## src/hdl/hzs_pkg.sv

```systemverilog
// Shared constants for the heater zone supervisor: codes, register indexes, reset values.
package hzs_pkg;

  // Command codes carried in the opcode field
  localparam logic [1:0] OP_SAMPLE  = 2'd0;
  localparam logic [1:0] OP_ENABLE  = 2'd1;
  localparam logic [1:0] OP_DISABLE = 2'd2;
  localparam logic [1:0] OP_APPLY   = 2'd3;

  // Zone mode codes
  localparam logic [1:0] MODE_OFF     = 2'd0;
  localparam logic [1:0] MODE_STANDBY = 2'd1;
  localparam logic [1:0] MODE_MOVING  = 2'd2;
  localparam logic [1:0] MODE_READY   = 2'd3;

  // Configuration register indexes
  localparam logic [2:0] CFG_SETPOINT     = 3'd0;
  localparam logic [2:0] CFG_LOW_WARN     = 3'd1;
  localparam logic [2:0] CFG_LOW_OK       = 3'd2;
  localparam logic [2:0] CFG_HIGH_OK      = 3'd3;
  localparam logic [2:0] CFG_HIGH_WARN    = 3'd4;
  localparam logic [2:0] CFG_SAFETY_MAX   = 3'd5;
  localparam logic [2:0] CFG_SENSORS      = 3'd6;
  localparam logic [2:0] CFG_UNCONNECTED  = 3'd7;

  // Safety sensor count: supported sensors and sensor fields on the port
  localparam int SAFETY_SENSORS    = 4;
  localparam int NUM_SENSOR_FIELDS = 4;
  localparam int SENSOR_LIMIT      = (SAFETY_SENSORS < NUM_SENSOR_FIELDS) ?
                                     SAFETY_SENSORS : NUM_SENSOR_FIELDS;

  // Register reset values
  localparam logic [15:0] SAFETY_MAX_RESET   = 16'd10000;
  localparam logic [15:0] SAFETY_LOWER_RESET = 16'd9000;
  localparam logic [15:0] UNCONNECTED_RESET  = 16'hFFFF;

  // floor(x/10) = (x * RECIP_TENTH) >> RECIP_SHIFT, exact for x below 2^22
  localparam logic [19:0] RECIP_TENTH = 20'd838861;
  localparam int          RECIP_SHIFT = 23;

endpackage

```

## src/hdl/heater_zone_supervisor.sv

```systemverilog
// Heater zone supervisor: command decode, temperature windows, over-temperature latch.

// Supervises one heater zone. Each input word carries a command (sample, enable,
// disable, apply set point) and yields exactly one result word. The block takes a
// new word every clock cycle while in_stall is low; a word enters an input
// register, its result is worked out in one pass of comparators and adders
// against the zone state, and it lands in the output register when it moves on
// from the input register. The flow is held only by the output side: in_stall
// rises when both the input and output registers are full and the output is
// stalled. The release level of the safety latch, floor(safety_max*9/10), is
// computed when safety_max is written, so register writes are never held off
// (cfg_ready is always high).
// Configuration is to be written only while no words are in flight.
module heater_zone_supervisor
  import hzs_pkg::*;
(
  input  logic               clk,
  input  logic               rst,

  // Configuration write channel
  input  logic               cfg_valid,
  output logic               cfg_ready,
  input  logic [2:0]         cfg_index,
  input  logic [15:0]        cfg_data,

  // Command channel
  input  logic               in_valid,
  output logic               in_stall,
  input  logic [1:0]         opcode,
  input  logic signed [15:0] zone_temp,
  input  logic [15:0]        pid_drive,
  input  logic [31:0]        seq_number,
  input  logic [15:0]        safety_temp_a,
  input  logic [15:0]        safety_temp_b,
  input  logic [15:0]        safety_temp_c,
  input  logic [15:0]        safety_temp_d,

  // Result channel
  output logic               out_valid,
  input  logic               out_stall,
  output logic [1:0]         zone_mode,
  output logic               power_valid,
  output logic [15:0]        output_power,
  output logic               temp_error,
  output logic               temp_warning,
  output logic               safety_error,
  output logic               seq_done,
  output logic [31:0]        done_seq_number,
  output logic               accepted
);

  // Configuration registers
  logic [14:0] setpoint_temp;
  logic [15:0] low_warn_offset;
  logic [15:0] low_ok_offset;
  logic [15:0] high_ok_offset;
  logic [15:0] high_warn_offset;
  logic [15:0] safety_max;
  logic [15:0] safety_lower;
  logic [2:0]  sensors_in_use;
  logic [15:0] unconnected_mark;

  // Zone state
  logic [1:0]         mode;
  logic signed [17:0] bound_low_warn;
  logic signed [17:0] bound_low_ok;
  logic signed [17:0] bound_high_ok;
  logic signed [17:0] bound_high_warn;
  logic [31:0]        stored_seq;
  logic               setpoint_applied;
  logic               safety_latched;
  logic               error_flag;
  logic               warning_flag;

  // Input register
  logic               in_full;
  logic [1:0]         item_opcode;
  logic signed [15:0] item_zone_temp;
  logic [15:0]        item_pid_drive;
  logic [31:0]        item_seq_number;
  logic [15:0]        item_sensor [NUM_SENSOR_FIELDS];

  // Next values
  logic [1:0]         mode_next;
  logic signed [17:0] bound_low_warn_next;
  logic signed [17:0] bound_low_ok_next;
  logic signed [17:0] bound_high_ok_next;
  logic signed [17:0] bound_high_warn_next;
  logic [31:0]        stored_seq_next;
  logic               setpoint_applied_next;
  logic               safety_latched_next;
  logic               error_flag_next;
  logic               warning_flag_next;
  logic               power_valid_next;
  logic [15:0]        output_power_next;
  logic               seq_done_next;
  logic [31:0]        done_seq_number_next;
  logic               accepted_next;

  logic               in_take;
  logic               advance;
  logic [2:0]         sensors_eff;
  logic               trip;
  logic               release_ok;
  logic [15:0]        sensor_val;
  logic signed [17:0] temp_ext;
  logic signed [17:0] setpoint_ext;
  logic               in_ok_window;
  logic               in_warn_window;

  // Release level from a new safety_max: max - ceil(max/10)
  logic [16:0]        max_plus9;
  logic [36:0]        tenth_prod;
  logic [13:0]        ceil_tenth;

  assign max_plus9  = {1'b0, cfg_data} + 17'd9;
  assign tenth_prod = 37'(max_plus9) * 37'(RECIP_TENTH);
  assign ceil_tenth = tenth_prod[RECIP_SHIFT +: 14];

  assign cfg_ready = 1'b1;

  // Handshake: the word in the input register moves on when the output is free
  assign advance  = in_full && (!out_valid || !out_stall);
  assign in_stall = in_full && out_valid && out_stall;
  assign in_take  = in_valid && !in_stall;

  // Configuration writes
  always_ff @(posedge clk) begin
    if (rst) begin
      setpoint_temp    <= '0;
      low_warn_offset  <= '0;
      low_ok_offset    <= '0;
      high_ok_offset   <= '0;
      high_warn_offset <= '0;
      safety_max       <= SAFETY_MAX_RESET;
      safety_lower     <= SAFETY_LOWER_RESET;
      sensors_in_use   <= '0;
      unconnected_mark <= UNCONNECTED_RESET;
    end else if (cfg_valid && cfg_ready) begin
      case (cfg_index)
        CFG_SETPOINT:    setpoint_temp    <= cfg_data[14:0];
        CFG_LOW_WARN:    low_warn_offset  <= cfg_data;
        CFG_LOW_OK:      low_ok_offset    <= cfg_data;
        CFG_HIGH_OK:     high_ok_offset   <= cfg_data;
        CFG_HIGH_WARN:   high_warn_offset <= cfg_data;
        CFG_SAFETY_MAX: begin
          safety_max   <= cfg_data;
          safety_lower <= cfg_data - {2'b00, ceil_tenth};
        end
        CFG_SENSORS:     sensors_in_use   <= cfg_data[2:0];
        CFG_UNCONNECTED: unconnected_mark <= cfg_data;
        default: ;
      endcase
    end
  end

  // Input register
  always_ff @(posedge clk) begin
    if (rst) begin
      in_full <= 1'b0;
    end else begin
      in_full <= in_take || (in_full && !advance);
    end
  end

  always_ff @(posedge clk) begin
    if (in_take) begin
      item_opcode     <= opcode;
      item_zone_temp  <= zone_temp;
      item_pid_drive  <= pid_drive;
      item_seq_number <= seq_number;
      item_sensor[0]  <= safety_temp_a;
      item_sensor[1]  <= safety_temp_b;
      item_sensor[2]  <= safety_temp_c;
      item_sensor[3]  <= safety_temp_d;
    end
  end

  // Safety sensor scan: trip at max, release when all examined are below the lower level
  always_comb begin
    sensors_eff = (sensors_in_use > 3'(SENSOR_LIMIT)) ? 3'(SENSOR_LIMIT) : sensors_in_use;
    trip        = 1'b0;
    release_ok  = 1'b1;
    sensor_val  = '0;
    for (int i = 0; i < NUM_SENSOR_FIELDS; i++) begin
      if (3'(i) < sensors_eff) begin
        sensor_val = (item_sensor[i] >= unconnected_mark) ? 16'd0 : item_sensor[i];
        if (sensor_val >= safety_max) trip = 1'b1;
        if (sensor_val >= safety_lower) release_ok = 1'b0;
      end
    end
  end

  // Window checks against the latched bounds
  assign temp_ext       = {{2{item_zone_temp[15]}}, item_zone_temp};
  assign setpoint_ext   = {3'b000, setpoint_temp};
  assign in_ok_window   = (temp_ext >= bound_low_ok) && (temp_ext <= bound_high_ok);
  assign in_warn_window = (temp_ext >= bound_low_warn) && (temp_ext <= bound_high_warn);

  // Command execution
  always_comb begin
    mode_next             = mode;
    bound_low_warn_next   = bound_low_warn;
    bound_low_ok_next     = bound_low_ok;
    bound_high_ok_next    = bound_high_ok;
    bound_high_warn_next  = bound_high_warn;
    stored_seq_next       = stored_seq;
    setpoint_applied_next = setpoint_applied;
    safety_latched_next   = safety_latched;
    error_flag_next       = error_flag;
    warning_flag_next     = warning_flag;
    power_valid_next      = 1'b0;
    output_power_next     = '0;
    seq_done_next         = 1'b0;
    done_seq_number_next  = '0;
    accepted_next         = 1'b0;

    case (item_opcode)
      OP_ENABLE: begin
        mode_next = MODE_STANDBY;
      end
      OP_DISABLE: begin
        mode_next        = MODE_OFF;
        power_valid_next = 1'b1;
      end
      OP_APPLY: begin
        // Bounds are latched even while off
        bound_low_warn_next  = setpoint_ext + {{2{low_warn_offset[15]}}, low_warn_offset};
        bound_low_ok_next    = setpoint_ext + {{2{low_ok_offset[15]}}, low_ok_offset};
        bound_high_ok_next   = setpoint_ext + {{2{high_ok_offset[15]}}, high_ok_offset};
        bound_high_warn_next = setpoint_ext + {{2{high_warn_offset[15]}}, high_warn_offset};
        if (mode != MODE_OFF) begin
          setpoint_applied_next = 1'b1;
          stored_seq_next       = item_seq_number;
          mode_next             = MODE_MOVING;
          accepted_next         = 1'b1;
        end
      end
      OP_SAMPLE: begin
        if (mode == MODE_MOVING) begin
          if (in_ok_window) begin
            mode_next = MODE_READY;
            if (setpoint_applied && (stored_seq != 32'd0)) begin
              seq_done_next        = 1'b1;
              done_seq_number_next = stored_seq;
            end
          end
        end else if (mode == MODE_READY) begin
          if (!in_warn_window) begin
            error_flag_next = 1'b1;
          end else begin
            error_flag_next   = 1'b0;
            warning_flag_next = !in_ok_window;
          end
        end
        // Moving or ready: safety check and gated drive
        if (mode == MODE_MOVING || mode == MODE_READY) begin
          if (trip) safety_latched_next = 1'b1;
          if (release_ok) safety_latched_next = 1'b0;
          power_valid_next  = 1'b1;
          output_power_next = safety_latched_next ? 16'd0 : item_pid_drive;
        end
      end
      default: ;
    endcase
  end

  // Zone state update
  always_ff @(posedge clk) begin
    if (rst) begin
      mode             <= MODE_OFF;
      bound_low_warn   <= '0;
      bound_low_ok     <= '0;
      bound_high_ok    <= '0;
      bound_high_warn  <= '0;
      stored_seq       <= '0;
      setpoint_applied <= 1'b0;
      safety_latched   <= 1'b0;
      error_flag       <= 1'b0;
      warning_flag     <= 1'b0;
    end else if (advance) begin
      mode             <= mode_next;
      bound_low_warn   <= bound_low_warn_next;
      bound_low_ok     <= bound_low_ok_next;
      bound_high_ok    <= bound_high_ok_next;
      bound_high_warn  <= bound_high_warn_next;
      stored_seq       <= stored_seq_next;
      setpoint_applied <= setpoint_applied_next;
      safety_latched   <= safety_latched_next;
      error_flag       <= error_flag_next;
      warning_flag     <= warning_flag_next;
    end
  end

  // Output register
  always_ff @(posedge clk) begin
    if (rst) begin
      out_valid <= 1'b0;
    end else begin
      out_valid <= advance || (out_valid && out_stall);
    end
  end

  always_ff @(posedge clk) begin
    if (advance) begin
      zone_mode       <= mode_next;
      power_valid     <= power_valid_next;
      output_power    <= output_power_next;
      temp_error      <= error_flag_next;
      temp_warning    <= warning_flag_next;
      safety_error    <= safety_latched_next;
      seq_done        <= seq_done_next;
      done_seq_number <= done_seq_number_next;
      accepted        <= accepted_next;
    end
  end

`ifndef SYNTH
  // Input side only stalls behind a full, stalled output word
  a_stall_cause: assert property (@(posedge clk) disable iff (rst)
    in_stall |-> (out_valid && out_stall))
    else $error("input stalled without a blocked output word");

  // Drive is gated to zero whenever the safety latch is set
  a_power_gated: assert property (@(posedge clk) disable iff (rst)
    (out_valid && safety_error) |-> (output_power == 16'd0))
    else $error("power driven while safety latched");

  // Completion notice only on reaching ready, with a nonzero number
  a_done_ready: assert property (@(posedge clk) disable iff (rst)
    (out_valid && seq_done) |-> (zone_mode == MODE_READY && done_seq_number != 32'd0))
    else $error("completion notice outside ready");

  // An accepted apply always leaves the zone moving
  a_accept_moving: assert property (@(posedge clk) disable iff (rst)
    (out_valid && accepted) |-> (zone_mode == MODE_MOVING))
    else $error("apply accepted but zone not moving");

  // A completed word leaves the input register for the output in the next cycle
  a_advance: assert property (@(posedge clk) disable iff (rst)
    advance |=> out_valid)
    else $error("advanced word lost");
`endif

endmodule
```

## config.mk

```make
export PLATFORM = sky130hd
export DESIGN_NAME = heater_zone_supervisor
export DESIGN_NICKNAME = d
export VERILOG_FILES = /design/src/hdl/hzs_pkg.sv /design/src/hdl/heater_zone_supervisor.sv
export SDC_FILE = /design/constraint.sdc
export NUM_CORES = 1
export LEC_CHECK = 0
export BUFFER_PORTS_ARGS = -buffer_cell sky130_fd_sc_hd__buf_2
export CAP_MARGIN = 20
export CORE_AREA = 2 2 169 295
export CTS_BUF_LIST = sky130_fd_sc_hd__clkbuf_4 sky130_fd_sc_hd__clkbuf_8
export CTS_CLUSTER_DIAMETER = 40
export DETAILED_ROUTE_END_ITERATION = 8
export DIE_AREA = 0 0 171 297
export GPL_TIMING_DRIVEN = 0
export PLACE_DENSITY = 0.8
export SYNTH_ARGS = -nofsm -noshare
export SYNTH_HDL_FRONTEND = slang
export SYNTH_SLANG_ARGS = --single-unit
```

## constraint.sdc

```tcl
create_clock -name clk -period 14.2 [get_ports clk]
set_input_delay 2.84 -clock clk [delete_from_list [all_inputs] [get_ports clk]]
set_output_delay 2.84 -clock clk [all_outputs]
set_load 0.05 [all_outputs]
```

==> impl_metrics.toml, run 1 <==
[route]
routed_wl_um = 83400
wl_per_cell_um = 20.2
ant_nets = 0
vias = 24241
drt_iter0_drc = 1523
dr.pass1.iters = 5
route.detailed.drc = 0
via_per_inst = 5.88

[floorplan]
die_h_um = 297
core_sq_mm = 0.0485
initial_core_util = 0.602
die_area_sq_mm = 0.0508
die_w_um = 171
pin_count = 213
num_rows = 107

[synthesis]
ys_types = 73
synthMuxAreaShare = 0.00206
yosys_most_used_dff = "dfxtp_1"
synth-simple-area-share = 0.154
synth_edf_count = 186
synth_xor_area_frac = 0.0249
synth_fp_nets = 3834
ys_warn_count = 0
ys_top_cells_by_area = "ha_1 (20%), edfxtp_1 (19%), dfxtp_1 (16%)"
synth-seq-cells = 424
ys_async_sr_fraction = 0
syn_area_per_cell_sq_um = 9.32
postSynthCellCount = 3132
synth.top_cell.area_share = 0.199
yosysTopAreaCell = "ha_1"
mappedNetlistArea_sq_mm = 0.0292
synth_fa_ha_area_frac = 0.257
synth_compound_area_frac = 0.152
ys_seq_area_frac = 0.355
synth_top_family_by_area = "adder cells"

[critical_path]
critPathMostFrequentCell = "fa_1"
cp_top_family = "adder cells"
required_ns = 14.75
crit_fanout = 8
worstPathArrival_ns = 12.24
cp-end-kind = "flip-flop"
crit_type = "in -> reg"
crit_buf_inv = 7
setup.worst_path.start_class = "input pin"
slowest_stage = "fa_1"
critPathMaxStageDelay_ns = 0.58

[clocking]
cts_resized = 0
htreeDepth = 3
clockRootBuffer = "clkbuf_8"
worstSkewPairLatency_ns = 0.66
post_cts_buffers = 0
clkTransAtPathRegs_ns = 0.06
cts_tree = "yes"
cts_buffers = 66
cts.sink_count = 424
clk_path_buf_depth = 3
hold_buffers = 0

[layout]
final_common_cell = "ha_1"
stdcell_count = 4123
layout_common_cells = "ha_1 (463), nand2_1 (437), a21oi_1 (344), inv_1 (303), dfxtp_1 (238)"
drive_gt1_frac = 0.103
area_delta_synth_final_pct = 11.4
fin_nets = 4113

[global_routing]
grt_max_degree = 40
antenna_found_initial = 5
grt_pass1_vias = 25429
grt.overflow.total = 0
grt_first_pass_wirelength_um = 130000
grt_use_total = 0.329

[timing]
timing.setup.tns_ns = 0
tightestPinTransition_ns = 1.22
slew_headroom = 0.180
drv_slew = 0
fmax_mhz = 85.6
period_needed_ns = 11.69
finalHoldViolations = 0
rsz0062_at_grt = "false"
finalSetupViolCount = 0
skew_ns = 0.0587
fin_crit_sh = 0.823

[job]
maxCapViolations = 0

[min_path]
hp-class = "reg -> reg"

[placed_design]
port_buffers = 207
gp_congestion = 0.976
dp.cells = 3997
hpwl_um = 68000

[status]
status = "complete, no violations"

[power]
static-leakage-power_nw = 14.7
vdd_drop_max_uv = 519
power_density_mw_per_mm2 = 169
[synth_stat cells (6+ instances only)]
cell type and number:
nor2b_1 25, o211a_1 16, xnor2_1 54, nor2_1 134
xor2_1 27, o21ai_1 8, edfxtp_1 186, nand3_1 40
inv_1 303, and4_1 7, dfxtp_1 238, a221oi_1 6
nor3_1 37, a31oi_1 15, nand2b_1 29, or3_1 14
nand3b_1 73, o21bai_1 11, o21a_1 22, o21ai_0 69
a21o_1 91, nand2_1 437, nor4_1 16, ha_1 463
o211ai_1 15, fa_1 85, o31ai_1 14, a21oi_1 344
buf_2 7, and3_1 26, a211oi_1 36, o2111ai_1 7
mux2i_1 6, and2_1 40, o31a_1 8, nand4_1 34
clkbuf_1 98, a211o_1 17, or2_2 10, buf_1 6
[state kept, by name, summed over array words and instances (netlist names), 15 cells and up]
register          flops
item_sensor          64
done_seq_number      32
item_seq_number      32
stored_seq           32
bound_high_ok        17
bound_high_warn      17
bound_low_ok         17
bound_low_warn       17
high_ok_offset       16
high_warn_offset     16
item_pid_drive       16
item_zone_temp       16
low_ok_offset        16
low_warn_offset      16
output_power         16
safety_lower         16
safety_max           16
unconnected_mark     16
setpoint_temp        15
[final cells by class]
type,count,area [sq um]
antenna,5,12.5
buffer,116,464
clock buffer,83,1050
clock inverter,38,307
fill,3969,16000
inverter,304,1140
multi-input combinational,2288,17200
sequential,424,10300
tap,654,818
timing repair buffer,211,1120
[logic make-up after synthesis]
kind of cell / Yosys count
simple gates: 939
compound gates: 712
fa+ha+maj: 548
flops: 424
buf+inv: 420
xor+xnor: 82
mux: 6
other cells: 1
[through the flow]
| stage | utilization | hold slack, ns | setup WS [ns] | area (sq um) | total power [mW] |
|---|---|---|---|---|---|
| global placement | 0.640 | 0.443 | 2.16 | 31000 | 4.29 |
| floorplan | - | 0.432 | 3.72 | 29200 | 3.65 |
| global route | 0.670 | 0.465 | 2.14 | 32500 | 5.92 |
| finish | 0.670 | 0.451 | 2.51 | 32500 | 5.48 |
| CTS | 0.670 | 0.454 | 2.63 | 32500 | 5.48 |
| detailed placement | 0.642 | 0.446 | 2.05 | 31100 | 4.41 |
[worst min-delay path, stage by stage (launching register included)]
cell and delay [ns]:
dfxtp_1 0.31, nand2_1 0.05, a21oi_1 0.05
[final timing paths]
path	slack, ns	to	depth (start not counted)	start
setup / recovery	2.51	safety_lower[14]	36	cfg_data[1]
setup reg to reg	8.78	output_power[12]	21	unconnected_mark[0]
hold / removal	0.45	bound_high_ok[3]	2	bound_high_ok[3]
hold reg to reg	0.45	bound_high_ok[3]	2	bound_high_ok[3]
[report_power, final]
| part | switching (mW) | internal, mW |
|---|---|---|
| registers | 0.0316 | 1.32 |
| logic | 1.79 | 1.28 |
| clock network | 0.519 | 0.543 |
| total | 2.34 | 3.14 |
[metal layers]
layer,global-route usage,up-vias,wire (um)
met4,0.276,0,8090
met3,0.0446,380,4640
met5,0,-,0
li1,-,11586,-
met2,0.596,958,42500
met1,0.326,11317,28100
Power figures use the tool's default switching activity.
==> run 2: changes to the inputs <==
ABC_AREA = 1   (was default)
CORE_AREA = 2 2 176 307   (was 2 2 169 295)
DIE_AREA = 0 0 178 309   (was 0 0 171 297)
PLACE_DENSITY = 0.78   (was 0.8)
clock period = 9.4 ns   (was 14.2 ns; I/O delays follow)
==> run 2 against run 1 <==
  * Register-to-register slack lost 3.7 ns
  * Critical path type unchanged
  * Clock power grew 57%
  * Non-clock buffer count shrank 31
  * Final cell count grew 10%
  * Setup slack lost 2.1 ns
  * Area after synthesis grew 1.6%
  * Hold slack gained 0.018 ns
  * Routed wire length grew 2.7%
  * Count of clock-buffer cells in the layout grew 4
  * Die area grew 8.3%
  * Synthesized cell count grew 13%
  * Power grew 62%
==> impl_metrics.toml, run 2 <==
[floorplan]
die_h_um = 309
num_rows = 111
initial_core_util = 0.566
core_sq_mm = 0.0524
pin_count = 213
die_w_um = 178
die_area_sq_mm = 0.0550

[route]
ant_nets = 0
routed_wl_um = 85600
via_per_inst = 5.56
vias = 25243
drt_iter0_drc = 1570
dr.pass1.iters = 5
wl_per_cell_um = 18.8
route.detailed.drc = 0

[clocking]
htreeDepth = 2
hold_buffers = 0
cts.sink_count = 424
clkTransAtPathRegs_ns = 0.07
worstSkewPairLatency_ns = 0.73
clk_path_buf_depth = 3
cts_buffers = 61
clockRootBuffer = "clkbuf_8"
cts_tree = "yes"

[power]
seqPwrFrac = 0.233
power_density_mw_per_mm2 = 268
p_int_mw = 4.81
vdd_drop_max_uv = 596
pwr-share-comb = 0.580
static-leakage-power_nw = 16.3
p_clk_frac = 0.187
p_sw_frac = 0.457
power.switching_mw = 4.05

[synthesis]
ys_top_cells_by_area = "ha_1 (20%), edfxtp_1 (19%), dfxtp_1 (16%)"
synth-seq-cells = 424
mappedNetlistArea_sq_mm = 0.0296
synthMuxAreaShare = 0
synth_compound_area_frac = 0.146
ys_types = 56
ys_warn_count = 0
synth_commonest_cells = "inv_1 (614), ha_1 (463), nand2_1 (449)"
syn_area_per_cell_sq_um = 8.40
ys_async_sr_fraction = 0
synth-simple-area-share = 0.136
synth_fp_nets = 4231
synth_most_common_cell = "inv_1"
ys_seq_area_frac = 0.349
synth_xor_area_frac = 0.0218
synth_fa_ha_area_frac = 0.253
yosysTopAreaCell = "ha_1"
synth_top_family_by_area = "adder cells"
postSynthCellCount = 3529
synth_edf_count = 186
yosys_most_used_dff = "dfxtp_1"
synth.top_cell.area_share = 0.195

[critical_path]
cp-end-kind = "flip-flop"
slowest_stage = "fa_1"
crit_fanout = 7
crit_buf_inv = 10
crit_cells = 44
crit_type = "in -> reg"
worstPathArrival_ns = 9.61
rr_worst_depth = 22
critPathMaxStageDelay_ns = 0.61
setup.worst_path.start_class = "input pin"
required_ns = 10.00
reg2reg_slack_ns = 5.07
cp_top_family = "adder cells"
critPathMostFrequentCell = "inv_1"

[timing]
finalHoldViolations = 0
fin_crit_sh = 0.958
skew_ns = 0.0449
whs_ns = 0.469
period_needed_ns = 9.01
fmax_mhz = 111
slew_headroom = 0.313
finalSetupViolCount = 0
timing.setup.tns_ns = 0
drv_slew = 0
tightestPinTransition_ns = 1.03

[job]
maxCapViolations = 0

[min_path]
hold_depth = 2
hp-class = "reg -> reg"

[global_routing]
grt_max_degree = 81
antenna_found_initial = 12
grt_use_total = 0.313
grt.overflow.total = 0
grt_first_pass_wirelength_um = 131000
grt_pass1_vias = 25444

[layout]
largest_register_ffs = 64
drive_gt1_frac = 0.104
regMostFlops = "item_sensor"
area_delta_synth_final_pct = 11.6
final_common_cell = "inv_1"
fin_nets = 4508
layout_common_cells = "inv_1 (613), ha_1 (463), nand2_1 (449), a21oi_1 (411), nor2_1 (311)"
final_core_util = 0.631

[placed_design]
gp_congestion = 0.947
port_buffers = 210
hpwl_um = 68700

[status]
status = "complete, no violations"
==> run 2: changes by cell type in the layout (fill, tap and decap cells not counted), moves of 40 or more <==
cell / delta
o21ai_0: +184
and2_1: -40
nand3_1: +55
clkbuf_1: -51
a21o_1: -79
a21oi_1: +67
nand3b_1: -69
inv_1: +310
nor2_1: +177
==> run 2: power by group through the flow <==
stage | logic [mW] | clock network (mW) | registers (mW)
2_1_floorplan | 3.69 | 0 | 2.11
3_3_place_gp | 4.94 | 0 | 2.10
3_5_place_dp | 5.02 | 0 | 2.10
4_1_cts | 5.06 | 1.68 | 2.06
5_1_grt | 5.85 | 1.75 | 2.07
6_report | 5.14 | 1.66 | 2.06
==> run 2: kinds of logic after synthesis <==
group,count (synthesis)
AND/OR/NAND/NOR,964
AO/OA/AOI/OAI,809
buffers and inverters,710
adder cells (fa/ha/maj),548
flip-flops,424
XOR/XNOR,73
other,1
==> run 2: metrics by stage <==
step	power [mW]	std cells	cell area, sq um	setup WS (ns)
after floorplan	5.80	3529	29600	0.725
after global placement	7.05	4417	31500	-0.571
after detailed placement	7.12	4418	31600	-0.621
after CTS	8.80	4532	33000	0.109
after global routing	9.66	4543	33100	-0.0221
final	8.86	4544	33100	0.395
==> run 2: per-layer routing <==
metal | GRT usage | part of all wire
met5 | 0 | 0.00033
met4 | 0.273 | 0.10
met3 | 0.0456 | 0.047
met2 | 0.579 | 0.52
met1 | 0.296 | 0.33
==> run 2: what timing repair did <==
| action | CTS | global route |
|---|---|---|
| endpoints found under the setup margin | 0 | 9 |
| setup buffers | 0 | 3 |
| resized for setup | 0 | 14 |
==> run 2: tightest hold or removal path, delay by kind of cell (launching register included) <==
family           cells  cell delay (ns)
flip-flops           1             0.31
AND/OR/NAND/NOR      1             0.06
AO/OA/AOI/OAI        1             0.05
==> run 2: path summary, 6_finish.rpt <==
path / end / startpoint
hold reg to reg: bound_high_ok[16] / bound_high_ok[16]
hold / removal: bound_high_ok[16] / bound_high_ok[16]
setup / recovery: safety_lower[12] / cfg_data[1]
setup reg to reg: output_power[12] / item_sensor[3][15]
==> run 2: area by class of cell <==
cell class | instances | area (sq um)
inverter | 628 | 2360
tap | 678 | 848
antenna | 9 | 22.5
clock buffer | 87 | 1080
sequential | 424 | 10300
timing repair buffer | 214 | 1100
fill | 4489 | 19300
multi-input combinational | 2395 | 16600
clock inverter | 27 | 303
buffer | 82 | 415
==> run 3: changes to the inputs <==
--- a/config.mk
+++ b/config.mk
@@ -17,2 +17,3 @@
 export PLACE_DENSITY = 0.78
+export SETUP_SLACK_MARGIN = 0.02
 export SYNTH_ARGS = -nofsm -noshare
==> constraint.sdc (replaced) <==
create_clock -name clk -period 7.87 [get_ports clk]
set_input_delay 0 -clock clk [delete_from_list [all_inputs] [get_ports clk]]
set_output_delay 0 -clock clk [all_outputs]
set_load 0.05 [all_outputs]
==> run 3 against run 2 <==
  * Sequential share of layout area decreased by 2.4 points
  * Setup slack gained 0.018 ns
  * Clock skew grew 0.021 ns
  * Count of clock-buffer cells in the layout did not move
  * Clock power increased by 24%
  * Critical path type unchanged
  * Combinational power is 24% higher
  * Global-route usage is 4.1 points higher
  * Largest cell class unchanged
  * Highest routed layer unchanged
  * First-iteration DRC count is 34% higher
  * Core utilization grew 5.2 points
==> impl_metrics.toml, run 3 (synthesized netlist as in run 2, its figures left out) <==
[layout]
regMostFlops = "item_sensor"
area_delta_synth_final_pct = 20.8
final_core_util = 0.684
layout_common_cells = "inv_1 (612), ha_1 (463), nand2_1 (449), a21oi_1 (411), nor2_1 (310)"
drive_gt1_frac = 0.0985
stdcell_count = 4814
largest_register_ffs = 64
final_common_cell = "inv_1"
fin_nets = 4782

[floorplan]
die_w_um = 178
num_rows = 111
core_sq_mm = 0.0524
initial_core_util = 0.566
die_area_sq_mm = 0.0550
pin_count = 213
die_h_um = 309

[placed_design]
gp_congestion = 0.947
hpwl_um = 68700
pre_cts_ws_ns = -0.271
dp.cells = 4418
port_buffers = 210

[min_path]
hp-class = "in -> reg"

[timing]
finalSetupViolCount = 0
rsz0062_at_grt = "true"
fmax_mhz = 134
fin_crit_sh = 0.947
tightestPinTransition_ns = 1.12
finalHoldViolations = 0
timing.setup.tns_ns = 0
period_needed_ns = 7.46
skew_ns = 0.0662
fin_ws_ns = 0.413
slew_headroom = 0.252
drv_slew = 0

[global_routing]
top_usage_layer = "met2"
antenna_found_initial = 5
grt_use_total = 0.354
grt.overflow.total = 0
grt_first_pass_wirelength_um = 147000
grt_use_met1 = 0.327
grt_pass1_vias = 28059
grtUsageMet3 = 0.0661
grt_use_met2 = 0.639
grt_max_degree = 81

[power]
pwr-share-comb = 0.584
power.switching_mw = 5.04
p_clk_frac = 0.189
static-leakage-power_nw = 17.5
p_sw_frac = 0.463
seqPwrFrac = 0.227
p_int_mw = 5.85
power_density_mw_per_mm2 = 304
vdd_drop_max_uv = 716
fin_total_pwr_mw = 10.9

[route]
drt_iter0_drc = 2104
via_per_inst = 5.69
wl_per_cell_um = 20.4
ant_nets = 0
route.detailed.drc = 0
vias = 27400
routed_wl_um = 98100
dr.pass1.iters = 8

[status]
status = "complete, no violations"

[clocking]
cts_tree = "yes"
clockRootBuffer = "clkbuf_8"
htreeDepth = 2
worstSkewPairLatency_ns = 0.77
clkTransAtPathRegs_ns = 0.07
clk_path_buf_depth = 3
cts.sink_count = 424
cts_buffers = 61

[critical_path]
cp-end-kind = "flip-flop"
critPathMaxStageDelay_ns = 0.57
critPathMostFrequentCell = "inv_1"
setup.worst_path.start_class = "input pin"
slowest_stage = "fa_1"
crit_type = "in -> reg"
required_ns = 8.48
worstPathArrival_ns = 8.07
crit_fanout = 4

[job]
maxCapViolations = 0
## run 3: changes by cell type in the layout (fill, tap and decap cells not counted), moves of 2 or more
cell	delta
inv_4	+2
inv_2	-2
dlygate4sd3_1	+272
diode_2	-4
buf_4	+2
## run 3: final timing paths
kind	end	from	cells after the start	slack, ns
max	safety_lower[12]	cfg_data[2]	45	0.41
min	item_pid_drive[12]	pid_drive[12]	2	0.004
max reg2reg	output_power[12]	unconnected_mark[15]	24	3.39
min reg2reg	bound_high_ok[16]	bound_high_ok[16]	2	0.47
## run 3: critical path, delay by kind of cell
family	cells	cell delay, ns
compound gates	2	0.25
xor+xnor	3	0.63
fa+ha+maj	9	3.70
buf+inv	12	1.42
simple gates	19	2.04
## run 3: stage by stage
stage          hold slack (ns)  instance area [sq um]
6_report               0.00393                  35800
3_3_place_gp             0.176                  31500
4_1_cts               0.000195                  35700
5_1_grt                0.00101                  35800
2_1_floorplan           0.0989                  29600
3_5_place_dp             0.178                  31600
## run 3: cell type report
| class | count | area [sq um] |
|---|---|---|
| multi-input combinational | 2395 | 16600 |
| fill | 4028 | 16600 |
| sequential | 424 | 10300 |
| timing repair buffer | 488 | 3840 |
| inverter | 628 | 2370 |
| clock buffer | 87 | 1080 |
| tap | 678 | 848 |
| buffer | 82 | 417 |
| clock inverter | 27 | 303 |
| antenna | 5 | 12.5 |
## run 3: repair_timing
action,in CTS,in global routing
hold buffers,270,2
buffers inserted,0,5
gates resized for setup,0,21
endpoints found under the setup margin,0,10
hold endpoints to repair,354,2
## run 3: metal layers
metal | part of all wire | vias up | wire length (um)
met4 | 0.11 | 4 | 11300
li1 | - | 12889 | -
met3 | 0.058 | 607 | 5700
met5 | 0.00022 | - | 22
met2 | 0.50 | 1316 | 49500
met1 | 0.32 | 12584 | 31600
## run 3: power groups by stage
stage	Clock [mW]	Sequential (mW)	Combinational, mW
3_3_place_gp	0	2.51	5.90
4_1_cts	2.01	2.46	6.15
3_5_place_dp	0	2.51	6.00
2_1_floorplan	0	2.52	4.41
5_1_grt	2.13	2.48	7.16
6_report	2.06	2.47	6.36
